<file path="src/sv/mcfh_pkg.sv">
// shared constants, types and the crc-8 byte step for the motor command frame handler
// no dependencies; imported by mcfh_crc8 and motor_command_frame_handler
package mcfh_pkg;

  localparam int unsigned MOTOR_COUNT = 4;
  localparam int unsigned MOTOR_W     = $clog2(MOTOR_COUNT);
  localparam int unsigned RESP_LEN    = 1 + 4 * MOTOR_COUNT;
  localparam int unsigned CNT_W       = $clog2(RESP_LEN);

  localparam logic [7:0] CRC_POLY  = 8'h07;
  localparam logic [7:0] CRC_INIT  = 8'hFF;
  localparam logic [7:0] STATUS_OK = 8'h00;

  localparam logic [7:0] OP_SET_SPEED = 8'h01;
  localparam logic [7:0] OP_STOP      = 8'h02;
  localparam logic [7:0] OP_EMERGENCY = 8'h03;
  localparam logic [7:0] OP_TELEMETRY = 8'h10;

  typedef enum logic [1:0] {
    ACT_FRAME = 2'd0,
    ACT_GAP   = 2'd1,
    ACT_TELEM = 2'd2,
    ACT_RSVD  = 2'd3
  } action_e;

  typedef enum logic [2:0] {
    EV_NONE      = 3'd0,
    EV_SETPOINT  = 3'd1,
    EV_STOPPED   = 3'd2,
    EV_EMERGENCY = 3'd3,
    EV_BAD_ID    = 3'd4,
    EV_TELEMETRY = 3'd5,
    EV_UNKNOWN   = 3'd6
  } event_e;

  typedef struct packed {
    logic       done;
    logic [7:0] crc;
  } crc_res_t;

  // one byte through the msb-first crc-8 register
  function automatic logic [7:0] crc8_byte(input logic [7:0] acc, input logic [7:0] b);
    logic [7:0] c;
    c = acc ^ b;
    for (int k = 0; k < 8; k++) begin
      c = c[7] ? ((c << 1) ^ CRC_POLY) : (c << 1);
    end
    return c;
  endfunction

endpackage

</file>
<file path="src/sv/motor_command_frame_handler.sv">
// motor command frame handler: frame check, command decode, telemetry response sequencer
// depends on mcfh_pkg and mcfh_crc8
//
// One input transfer is one exchange period. A command frame (action 0) is checked with
// crc-8 (poly 0x07, init 0xFF, msb first) over cmd, motor id and the two setpoint bytes,
// one byte per cycle in mcfh_crc8; a mismatch drops the frame with no output. A good frame,
// or a period without a frame (action 1), produces a run of 17 output transfers: status
// 0x00, then the four rpm words, then the four current words, each big-endian. The command
// outcome (event, stop mask, setpoint motor and value) rides on the first byte of the run
// only; running_o holds on every byte and drops for good after an emergency stop, after
// which every input is taken and ignored until reset. A telemetry update (action 2) writes
// the rpm and current of one motor into the telemetry memory and gives no output. The
// setpoint of a frame is reported on setpoint_value_o and not kept on chip. The telemetry
// memory is a 4 x 32-bit synchronous ram with a registered read port plus one valid bit
// per entry, so entries read as zero until first written. Inputs are taken only while the
// sequencer is idle, so writes and response reads never meet on the same entry. Each
// response word passes through a read state and a load state before its two bytes go out,
// which sets the pace. A good frame first waits for the crc walk in mcfh_crc8.
module motor_command_frame_handler import mcfh_pkg::*; (
  input  logic               clk_i,
  input  logic               rst_ni,
  // input channel
  input  logic               in_valid_i,
  output logic               in_ready_o,
  input  logic [1:0]         action_i,
  input  logic [7:0]         cmd_code_i,
  input  logic [7:0]         motor_index_i,
  input  logic [7:0]         setpoint_high_i,
  input  logic [7:0]         setpoint_low_i,
  input  logic [7:0]         frame_crc_i,
  input  logic signed [15:0] rpm_value_i,
  input  logic signed [15:0] current_value_i,
  // output channel
  output logic               out_valid_o,
  input  logic               out_ready_i,
  output logic [7:0]         resp_byte_o,
  output logic               last_byte_o,
  output logic [2:0]         event_code_o,
  output logic [3:0]         stop_mask_o,
  output logic [1:0]         setpoint_motor_o,
  output logic signed [15:0] setpoint_value_o,
  output logic               running_o
);

  typedef enum logic [4:0] {
    S_IDLE = 5'b00001,  // waiting for an input transfer
    S_CRC  = 5'b00010,  // crc walk over the frame bytes
    S_RD   = 5'b00100,  // telemetry memory read issued
    S_LD   = 5'b01000,  // read data back, load high byte
    S_SEND = 5'b10000   // output register holds a byte
  } state_e;

  state_e state_q, state_d;
  logic [CNT_W-1:0] cnt_q, cnt_d;   // index of the byte in the output register
  logic             en_q, en_d;     // enabled flag, cleared by emergency stop
  logic             ov_q, ov_d;     // output register full

  // captured frame
  logic [7:0] op_q, id_q, hi_q, lo_q, rx_q;

  // telemetry memory, {rpm, current} per motor
  logic [31:0]            tmem_q [MOTOR_COUNT];
  logic [MOTOR_COUNT-1:0] tvld_q;
  logic [31:0]            rdata_q;
  logic                   rvalid_q;

  // output register payload
  logic [7:0]             resp_q;
  logic                   last_q;
  event_e                 ev_q;
  logic [MOTOR_COUNT-1:0] mask_q;
  logic [MOTOR_W-1:0]     sm_q;
  logic signed [15:0]     sv_q;

  logic in_fire, out_fire;
  logic crc_start, tel_we, rd_en, load_first, first_gap, load_byte;
  crc_res_t crc_res;

  // decoded command outcome
  event_e                 dec_ev;
  logic [MOTOR_COUNT-1:0] dec_mask;
  logic [MOTOR_W-1:0]     dec_sm;
  logic signed [15:0]     dec_sv;
  logic                   id_ok;

  // response word addressing: byte b (1..16) lives in word b-1 >> 1
  logic [CNT_W-1:0]   cnt_m1;
  logic [MOTOR_W-1:0] rd_motor;
  logic               rd_half;
  logic [15:0]        word16;

  assign in_ready_o = (state_q == S_IDLE);
  assign in_fire    = in_valid_i & in_ready_o;
  assign out_fire   = ov_q & out_ready_i;

  mcfh_crc8 u_crc (
    .clk_i   (clk_i),
    .rst_ni  (rst_ni),
    .start_i (crc_start),
    .frame_i ({op_q, id_q, hi_q, lo_q}),
    .res_o   (crc_res)
  );

  // command decode from the captured frame
  assign id_ok = (id_q[7:MOTOR_W] == '0);

  always_comb begin
    dec_ev   = EV_UNKNOWN;
    dec_mask = '0;
    dec_sm   = '0;
    dec_sv   = '0;
    case (op_q)
      OP_SET_SPEED: begin
        if (id_ok) begin
          dec_ev = EV_SETPOINT;
          dec_sm = id_q[MOTOR_W-1:0];
          dec_sv = {hi_q, lo_q};
        end else begin
          dec_ev = EV_BAD_ID;
        end
      end
      OP_STOP: begin
        if (id_ok) begin
          dec_ev   = EV_STOPPED;
          dec_sm   = id_q[MOTOR_W-1:0];
          dec_mask = {{(MOTOR_COUNT-1){1'b0}}, 1'b1} << id_q[MOTOR_W-1:0];
        end else begin
          dec_ev = EV_BAD_ID;
        end
      end
      OP_EMERGENCY: begin
        dec_ev   = EV_EMERGENCY;
        dec_mask = '1;
      end
      OP_TELEMETRY: begin
        dec_ev = EV_TELEMETRY;
      end
      default: begin
        dec_ev = EV_UNKNOWN;
      end
    endcase
  end

  // sequencer
  always_comb begin
    state_d    = state_q;
    cnt_d      = cnt_q;
    en_d       = en_q;
    ov_d       = ov_q;
    crc_start  = 1'b0;
    tel_we     = 1'b0;
    rd_en      = 1'b0;
    load_first = 1'b0;
    first_gap  = 1'b0;
    load_byte  = 1'b0;
    case (state_q)
      S_IDLE: begin
        if (in_fire && en_q) begin
          case (action_e'(action_i))
            ACT_FRAME: begin
              crc_start = 1'b1;
              state_d   = S_CRC;
            end
            ACT_GAP: begin
              load_first = 1'b1;
              first_gap  = 1'b1;
              cnt_d      = '0;
              ov_d       = 1'b1;
              state_d    = S_SEND;
            end
            ACT_TELEM: begin
              tel_we = (motor_index_i[7:MOTOR_W] == '0);
            end
            default: begin
            end
          endcase
        end
      end
      S_CRC: begin
        if (crc_res.done) begin
          if (crc_res.crc == rx_q) begin
            load_first = 1'b1;
            cnt_d      = '0;
            ov_d       = 1'b1;
            state_d    = S_SEND;
            if (op_q == OP_EMERGENCY) begin
              en_d = 1'b0;
            end
          end else begin
            state_d = S_IDLE;
          end
        end
      end
      S_RD: begin
        rd_en   = 1'b1;
        state_d = S_LD;
      end
      S_LD: begin
        load_byte = 1'b1;
        ov_d      = 1'b1;
        state_d   = S_SEND;
      end
      S_SEND: begin
        if (out_fire) begin
          if (cnt_q == CNT_W'(RESP_LEN - 1)) begin
            ov_d    = 1'b0;
            state_d = S_IDLE;
          end else begin
            cnt_d = cnt_q + 1'b1;
            if (!cnt_q[0]) begin
              // next byte opens a new word
              ov_d    = 1'b0;
              state_d = S_RD;
            end else begin
              load_byte = 1'b1;
            end
          end
        end
      end
      default: begin
        state_d = S_IDLE;
      end
    endcase
  end

  always_ff @(posedge clk_i or negedge rst_ni) begin
    if (!rst_ni) begin
      state_q  <= S_IDLE;
      cnt_q    <= '0;
      en_q     <= 1'b1;
      ov_q     <= 1'b0;
      tvld_q   <= '0;
      rvalid_q <= 1'b0;
    end else begin
      state_q <= state_d;
      cnt_q   <= cnt_d;
      en_q    <= en_d;
      ov_q    <= ov_d;
      if (tel_we) begin
        tvld_q[motor_index_i[MOTOR_W-1:0]] <= 1'b1;
      end
      if (rd_en) begin
        rvalid_q <= tvld_q[rd_motor];
      end
    end
  end

  // telemetry memory, one write and one registered read port
  assign cnt_m1   = cnt_q - 1'b1;
  assign rd_motor = cnt_m1[MOTOR_W:1];
  assign rd_half  = cnt_m1[MOTOR_W+1];

  always_ff @(posedge clk_i) begin
    if (tel_we) begin
      tmem_q[motor_index_i[MOTOR_W-1:0]] <= {rpm_value_i, current_value_i};
    end
    if (rd_en) begin
      rdata_q <= tmem_q[rd_motor];
    end
  end

  // unwritten entries read as zero
  assign word16 = !rvalid_q ? 16'h0000 : (rd_half ? rdata_q[15:0] : rdata_q[31:16]);

  // frame capture and output register payload
  always_ff @(posedge clk_i) begin
    if (in_fire) begin
      op_q <= cmd_code_i;
      id_q <= motor_index_i;
      hi_q <= setpoint_high_i;
      lo_q <= setpoint_low_i;
      rx_q <= frame_crc_i;
    end
    if (load_first) begin
      resp_q <= STATUS_OK;
      last_q <= 1'b0;
      ev_q   <= first_gap ? EV_NONE : dec_ev;
      mask_q <= first_gap ? '0 : dec_mask;
      sm_q   <= first_gap ? '0 : dec_sm;
      sv_q   <= first_gap ? '0 : dec_sv;
    end else if (load_byte) begin
      resp_q <= (state_q == S_LD) ? word16[15:8] : word16[7:0];
      last_q <= (cnt_d == CNT_W'(RESP_LEN - 1));
      ev_q   <= EV_NONE;
      mask_q <= '0;
      sm_q   <= '0;
      sv_q   <= '0;
    end
  end

  assign out_valid_o      = ov_q;
  assign resp_byte_o      = resp_q;
  assign last_byte_o      = last_q;
  assign event_code_o     = ev_q;
  assign stop_mask_o      = mask_q;
  assign setpoint_motor_o = sm_q;
  assign setpoint_value_o = sv_q;
  assign running_o        = en_q;

`ifndef SYNTH
  // a full output register only exists while a byte is being sent
  a_ov_in_send: assert property (@(posedge clk_i) disable iff (!rst_ni)
    out_valid_o |-> state_q == S_SEND)
    else $error("output valid outside send state");

  // command outcome only on the first byte of a run
  a_event_first_only: assert property (@(posedge clk_i) disable iff (!rst_ni)
    (out_valid_o && cnt_q != '0) |-> (event_code_o == EV_NONE && stop_mask_o == '0))
    else $error("event fields on a later byte");

  // last flag lines up with the byte count
  a_last_count: assert property (@(posedge clk_i) disable iff (!rst_ni)
    (out_valid_o && last_byte_o) |-> cnt_q == CNT_W'(RESP_LEN - 1))
    else $error("last byte flag at wrong position");

  // halt is sticky until reset
  a_halt_sticky: assert property (@(posedge clk_i) disable iff (!rst_ni)
    !en_q |=> !en_q)
    else $error("block left halt without reset");

  // crc result only arrives while waiting for it
  a_crc_done_state: assert property (@(posedge clk_i) disable iff (!rst_ni)
    crc_res.done |-> state_q == S_CRC)
    else $error("crc done outside crc state");
`endif

endmodule

</file>
<file path="src/sv/mcfh_crc8.sv">
// iterative crc-8 checker, one frame byte per cycle, byte 0 first
// depends on mcfh_pkg
module mcfh_crc8 import mcfh_pkg::*; (
  input  logic            clk_i,
  input  logic            rst_ni,
  input  logic            start_i,
  input  logic [31:0]     frame_i,
  output crc_res_t        res_o
);

  logic [7:0] acc_q, acc_d;
  logic [1:0] cnt_q;
  logic       busy_q;
  logic       done_q;
  logic [7:0] cur_byte;

  always_comb begin
    case (cnt_q)
      2'd0:    cur_byte = frame_i[31:24];
      2'd1:    cur_byte = frame_i[23:16];
      2'd2:    cur_byte = frame_i[15:8];
      default: cur_byte = frame_i[7:0];
    endcase
    acc_d = crc8_byte(acc_q, cur_byte);
  end

  always_ff @(posedge clk_i or negedge rst_ni) begin
    if (!rst_ni) begin
      cnt_q  <= 2'd0;
      busy_q <= 1'b0;
      done_q <= 1'b0;
    end else begin
      done_q <= 1'b0;
      if (start_i) begin
        cnt_q  <= 2'd0;
        busy_q <= 1'b1;
      end else if (busy_q) begin
        cnt_q <= cnt_q + 2'd1;
        if (cnt_q == 2'd3) begin
          busy_q <= 1'b0;
          done_q <= 1'b1;
        end
      end
    end
  end

  always_ff @(posedge clk_i) begin
    if (start_i) begin
      acc_q <= CRC_INIT;
    end else if (busy_q) begin
      acc_q <= acc_d;
    end
  end

  assign res_o.done = done_q;
  assign res_o.crc  = acc_q;

endmodule
</file>
<file path="config.mk">
export PLATFORM = sky130hd
export DESIGN_NAME = motor_command_frame_handler
export DESIGN_NICKNAME = d
export VERILOG_FILES = /design/src/sv/mcfh_pkg.sv /design/src/sv/motor_command_frame_handler.sv /design/src/sv/mcfh_crc8.sv
export SDC_FILE = /design/constraint.sdc
export NUM_CORES = 1
export LEC_CHECK = 0
export BUFFER_PORTS_ARGS = -buffer_cell sky130_fd_sc_hd__buf_4
export CELL_PAD_IN_SITES_DETAIL_PLACEMENT = 0
export CELL_PAD_IN_SITES_GLOBAL_PLACEMENT = 1
export CORE_ASPECT_RATIO = 1.2
export CORE_UTILIZATION = 54
export DETAILED_ROUTE_END_ITERATION = 16
export GPL_ROUTABILITY_DRIVEN = 1
export PLACE_DENSITY_LB_ADDON = 0.1
export SYNTH_ARGS = -nofsm -noshare
export SYNTH_HDL_FRONTEND = slang
export SYNTH_HIERARCHICAL = 1
export SYNTH_SLANG_ARGS = --single-unit
</file>
<file path="constraint.sdc">
create_clock -name clk_i -period 6.95 [get_ports clk_i]
set_input_delay 1.0425 -clock clk_i [delete_from_list [all_inputs] [get_ports clk_i]]
set_output_delay 1.0425 -clock clk_i [all_outputs]
set_load 0.005 [all_outputs]
</file>
# After elaboration in Yosys (flattened, before gate mapping)
# Memory sizes are Yosys's and may differ from the RTL's. A register that Yosys moved wholly into a read port is not among the register bits.
# Index checks and enable logic that the tools add are counted.
[classes]
add_sub_neg = 3
magnitude_cmp = 3
eq_ne = 24
n_shift = 1
muxes = 87
bitwise = 12
n_reduce_logical = 13
[ops]
columns = ["cell", "count"]
rows = [
  ["16-bit 2-to-1 mux", 7],
  ["5-bit 2-to-1 mux", 12],
  ["3-bit 2-to-1 mux", 13],
  ["1-bit 2-to-1 mux", 32],
  ["5-bit one-hot mux with 5 select lines", 1],
  ["3-bit NOT", 8],
  ["8-bit one-hot mux with 3 select lines", 1],
  ["8-bit by 2-bit equality test with 1-bit output (second input constant)", 2],
  ["4-bit 2-to-1 mux", 4],
  ["5-bit equality test (second input constant)", 3],
  ["5-bit one-hot mux with 3 select lines", 1],
  ["2-bit 2-to-1 mux", 7],
  ["6-bit zero test", 2],
  ["3-bit one-hot mux with 4 select lines", 1],
  ["5-bit one-hot mux with 2 select lines", 1],
  ["8-bit by 1-bit equality test with 1-bit output (second input constant)", 1],
  ["8-bit by 5-bit equality test with 1-bit output (second input constant)", 1],
  ["8-bit equality test", 1],
  ["8-bit 2-to-1 mux", 1],
  ["4-bit one-hot mux with 2 select lines", 1],
  ["8-bit bitwise XOR", 1],
  ["7-bit AND reduction", 1],
  ["2-bit equality test (second input constant)", 3],
  ["2-bit by 3-bit < comparator with 1-bit output (second input constant)", 2],
  ["27 further kinds", 36],
]
[word_totals]
register_bits = 103
ram_bits = 128
in_bits = 78
out_inout_bits = 37
elab_cells = 165
memories = 1
[mem_list]
columns = ["name", "depth", "width", "rd", "rd_clocked_by_memory_dff", "wr", "line_no", "rtl"]
rows = [
  ["tmem_q", 4, 32, 1, 1, 1, "motor_command_frame_handler.sv:62", "logic [31:0] tmem_q [MOTOR_COUNT];"],
]

# Logic depth before layout (Yosys ltp)
[depth]
ltp_word = 19
depth_mapped = 10
ltp_nobuf = 10

# Hierarchy
# The synthesis kept the hierarchy.
[by_module_without_submodules]
columns = ["mod", "n_inst", "cells_per_inst", "area_per_inst_um2", "seq_area_each_um2"]
rows = [
  ["motor_command_frame_handler", 1, 491, 9590.4, 7364.6],
  ["mcfh_crc8", 1, 99, 908.4, 260.2],
]

# Worst setup path before layout
# OpenSTA, ideal clock, no wires.
[synth_timing]
kind = "input-to-reg"
start = "input port motor_index_i[4]"
end = "memory tmem_q[2][0] (enable)"
setup_ns = 0.422
t_arrival_ns = 3.179
required_time_ns = 6.528
path_slack_ns = 3.350
path_stages = 5
n_path_buf = 0
cell_sequence = "nor4b_1 -> nand2_1 -> nor4b_1 -> nand2_1 -> nor2_1"
[synth_via]
elab_chain_len = 6
[synth_lines]
columns = ["element", "line_no", "rtl"]
rows = [
  ["from (decl)", "motor_command_frame_handler.sv:27", "input logic [7:0] motor_index_i,"],
  ["6-bit zero test", "motor_command_frame_handler.sv:172", "tel_we = (motor_index_i[7:MOTOR_W] == '0);"],
  ["1-bit 2-to-1 mux", "motor_command_frame_handler.sv:159", "case (action_e'(action_i))"],
  ["1-bit 2-to-1 mux", "motor_command_frame_handler.sv:158", "if (in_fire && en_q) begin"],
  ["1-bit 2-to-1 mux", "motor_command_frame_handler.sv:156", "case (state_q)"],
  ["1-bit 2-to-1 mux", "motor_command_frame_handler.sv:254", "if (tel_we) begin"],
  ["1-bit 2-to-1 mux (not written as such)", "motor_command_frame_handler.sv:255", "tmem_q[motor_index_i[MOTOR_W-1:0]] <= {rpm_value_i, current_value_i};"],
  ["to (decl)", "motor_command_frame_handler.sv:62", ""],
]
# Every way passes these cells.

==> run summary <==
The flow ran to the end, and the final reports show no timing, DRC or antenna violations. Wire length per cell: 21.2 um. The repair_antennas step left the layout with diodes totalling 0.

After detailed routing, no signal wire sits above met4. STA puts the critical path data required time at 7.02 ns. After clock tree synthesis, the repair step resized 0 gates. The depth of the most critical reg-to-reg path is 7, and the count of port buffers added during placement is 114.

The synthesis-stage register bit count is 263. Entering global routing, the biggest net connects 41 pins. The total met3 wirelength after detailed routing is 1090 um. The worst setup path is captured at a register. Clock-pin slew was measured on the worst setup and hold paths at 0.06 ns. In this run the critical register-to-register path is launched from cnt_q[0]$_DFF_PN0_. TritonCTS built the clock tree.

The die covers 20000 um2. The standby leakage power is 4.47 nW, and the clock period minus worst slack is 3.38 ns. In this run the vertical extent of the chip is 155 um.

The final standard cell count with taps included and fillers excluded is 997. Summed over all nets, the half-perimeter wirelength after detailed placement is 14200 um. The register with the most flip-flops in the layout has 128 of them.

The commonest cells after synthesis are sky130_fd_sc_hd__edfxtp_1 (225), sky130_fd_sc_hd__mux4_2 (41), sky130_fd_sc_hd__a21oi_1 (25). The longest clock path from root to sink contains 3 buffers. The CTS sink count is 263. The run gives 18900 um2 as the area of the core.

The per-instance average area after synthesis was 17.8 um2. The capture point of the worst reg-to-reg path was setpoint_value_o[15]$_SDFFCE_PP0P_. Transition time at the pin with the least slew margin: 0.975 ns. The logs give 7620 um2 for the sequential cell area and 0.219 mV for the maximum ir drop on the vdd rail.

In this run, synthesis inferred 225 flip-flops with an integrated enable. The share of the core filled with cells in the final layout came out at 0.661. Buffers inserted to repair hold after CTS numbered 0.

Share of final-layout standard cells stronger than drive strength 1: 0.312. The logs give 0 for the number of hold violations in the final report and 1314 for the count of fill cells added during filler insertion. The root buffer cell chosen for the clock tree is sky130_fd_sc_hd__clkbuf_16. The most critical setup path has its endpoint at setpoint_value_o[15]$_SDFFCE_PP0P_. The overall routing resource usage was 0.220; the aggregate global routing overflow was 0. The logs give 0 for the count of buffers added by post-CTS timing repair for setup and 7790 um for the total routed wire length on the met1 layer.

In this run, placement finished with an instance count of 949. The setup check on the worst reg-to-reg path leaves a slack of 3.57 ns. The logs give 21200 um for the total wirelength of the detailed-routed design and 0.943 for the placer's final routability congestion estimate. The fraction of post-synthesis cell area in the top cell type by area came out at 0.644. Synthesis produced a netlist with a net count of 676. The first routing iteration left 383 violations. The mapped netlist covers 10500 um2. Setup repair after global routing left no endpoint under its margin. The critical path in this run is classified as reg -> reg. The most common cell in the synthesized netlist is sky130_fd_sc_hd__edfxtp_1.

The logs give 296 MHz for the maximum clock frequency and 5592 for the vias after detailed routing. Critical path startpoint: cnt_q[0]$_DFF_PN0_. Setup skew after layout: 0.0176 ns. H-tree depth reported by CTS: 1.

Across the run, the number of max-cap violations was 0. Setup slack after placement: 3.30 ns. For the signal arrival time at the worst endpoint, the log shows 3.45 ns. For the final count of pins violating max slew, the log shows 0. The element type at the critical path start is a register.

The setup slack after layout came out at 3.57 ns. The number of different library cells used by synthesis comes to 65. Sorting the synthesized cells by area gives the leading types as sky130_fd_sc_hd__edfxtp_1 (64%), sky130_fd_sc_hd__mux4_2 (8.8%), sky130_fd_sc_hd__dfrtp_1 (4.5%), sky130_fd_sc_hd__dfxtp_1 (3.2%), sky130_fd_sc_hd__and2_1 (1.3%). The final setup violation count was 0; the I/O pin count was 115.

Along the worst path, the maximum fanout reaches 25. The effective utilization at floorplan came out at 0.555. For the number of antenna violations at the first check in global routing, the log shows 0.

The Yosys step of the flow raised 6 warnings. In the synthesized netlist the dominant register cell turns out to be sky130_fd_sc_hd__edfxtp_1. The worst min-delay path class is in -> async. The via count of the first global-routing pass is 5907. At the later pin of the worst-skew pair, clock insertion delay measures 0.53 ns. First-pass detailed-route iteration total: 6.

For this design the ratio of total power to cell area is 252 nW/um2. Relative to the synthesized area, the layout overhead comes to 19.1%. The first global-routing pass estimated 32500 um of wire. sky130_fd_sc_hd__edfxtp_1 takes more of the synthesized area than any other cell.

The multi-input combinational cells in the finished layout cover a total of 2760 um2. Wire segments on met2 add up to 11700 um in the final route. In the synthesized netlist, the number of instances is 590. The count of nets left with antenna violations once routing finished came out at 0. The mean number of vias per cell was 5.61.

From left edge to right edge, the die measures 129 um. The number of rows in the core area is 55. For the number of remaining DRC errors, the log shows 0. The post-synthesis async set-or-reset flop share works out to 0.0798. For the worst slew slack as a fraction of its limit, the log shows 0.346. The share of the clock period used by the worst path after layout is 0.486.

The TritonCTS buffer count was 27. After routing, the total negative slack on setup checks comes to 0 ns. After the last flow step, the layout net total stands at 808. The proportion of synthesized chip area in sequential cells was 0.726.
==> kinds of logic after synthesis <==
family	count (synthesis)	share of synthesized area
compound gates	71	0.0471
xor+xnor	30	0.0279
fa+ha+maj	9	0.0105
buf+inv	32	0.0136
flops	263	0.726
mux	44	0.0909
simple gates	141	0.0838
==> power breakdown <==
group          total, mW  leakage (nW)  switching, mW  internal [mW]
clock network       1.34         0.393          0.559          0.784
logic             0.0790          1.67         0.0385         0.0404
registers           1.73          2.40         0.0102           1.72
==> worst min path at each step <==
| stage | start | endpoint | slack, ns | cells after the start |
|---|---|---|---|---|
| CTS | rst_ni | u_crc/cnt_q[1]$_DFFE_PN0P_ | 0.40 | 1 |
| floorplan | tvld_q[0]$_DFFE_PN0P_ | tvld_q[0]$_DFFE_PN0P_ | 0.43 | 1 |
| finish | rst_ni | u_crc/cnt_q[1]$_DFFE_PN0P_ | 0.40 | 1 |
| global route | rst_ni | u_crc/cnt_q[1]$_DFFE_PN0P_ | 0.42 | 1 |
| detailed placement | tvld_q[3]$_DFFE_PN0P_ | tvld_q[3]$_DFFE_PN0P_ | 0.46 | 1 |
| global placement | tvld_q[2]$_DFFE_PN0P_ | tvld_q[2]$_DFFE_PN0P_ | 0.45 | 1 |
==> layout by cell type (no fill, tap or decap), types with 16 or more instances in the layout <==
master	netlist	routed
sky130_fd_sc_hd__and2_1	21	21
sky130_fd_sc_hd__buf_4	2	123
sky130_fd_sc_hd__dfrtp_1	19	19
sky130_fd_sc_hd__nor3_1	17	17
sky130_fd_sc_hd__clkbuf_16	0	27
sky130_fd_sc_hd__mux4_2	41	41
sky130_fd_sc_hd__dfxtp_1	17	17
sky130_fd_sc_hd__a21oi_1	25	25
sky130_fd_sc_hd__nor2_1	17	16
sky130_fd_sc_hd__nor2b_1	16	16
sky130_fd_sc_hd__edfxtp_1	225	225
==> area by class of cell <==
class | instances | area share
Sequential cell | 263 | 0.610
Multi-Input combinational cell | 295 | 0.221
Timing Repair Buffer | 123 | 0.0739
Clock buffer | 33 | 0.0559
Tap cell | 256 | 0.0256
Clock inverter | 15 | 0.0102
Inverter | 12 | 0.00360
==> metrics by stage <==
stage	hold WS, ns	cell area (um2)	total power, mW
global placement	0.448	11700	1.84
global route	0.417	12500	3.25
finish	0.404	12500	3.16
CTS	0.398	12500	3.18
floorplan	0.434	10500	1.79
detailed placement	0.457	11700	1.84
==> per-layer routing <==
metal | up-vias | GRT usage
li1 | 2577 | -
met3 | 35 | 0.0353
met1 | 2823 | 0.252
met5 | - | 0
met2 | 157 | 0.413
met4 | 0 | 0.0723
==> critical path: stages, from the launching register on <==
cell                       delay, ns
sky130_fd_sc_hd__dfrtp_1        0.43
sky130_fd_sc_hd__inv_1          0.15
sky130_fd_sc_hd__ha_2           0.18
sky130_fd_sc_hd__and4bb_2       0.28
sky130_fd_sc_hd__inv_1          0.10
sky130_fd_sc_hd__ha_1           0.25
sky130_fd_sc_hd__a211oi_1       0.80
sky130_fd_sc_hd__inv_1          0.73
Note: power is estimated with default switching activity, not from simulation.
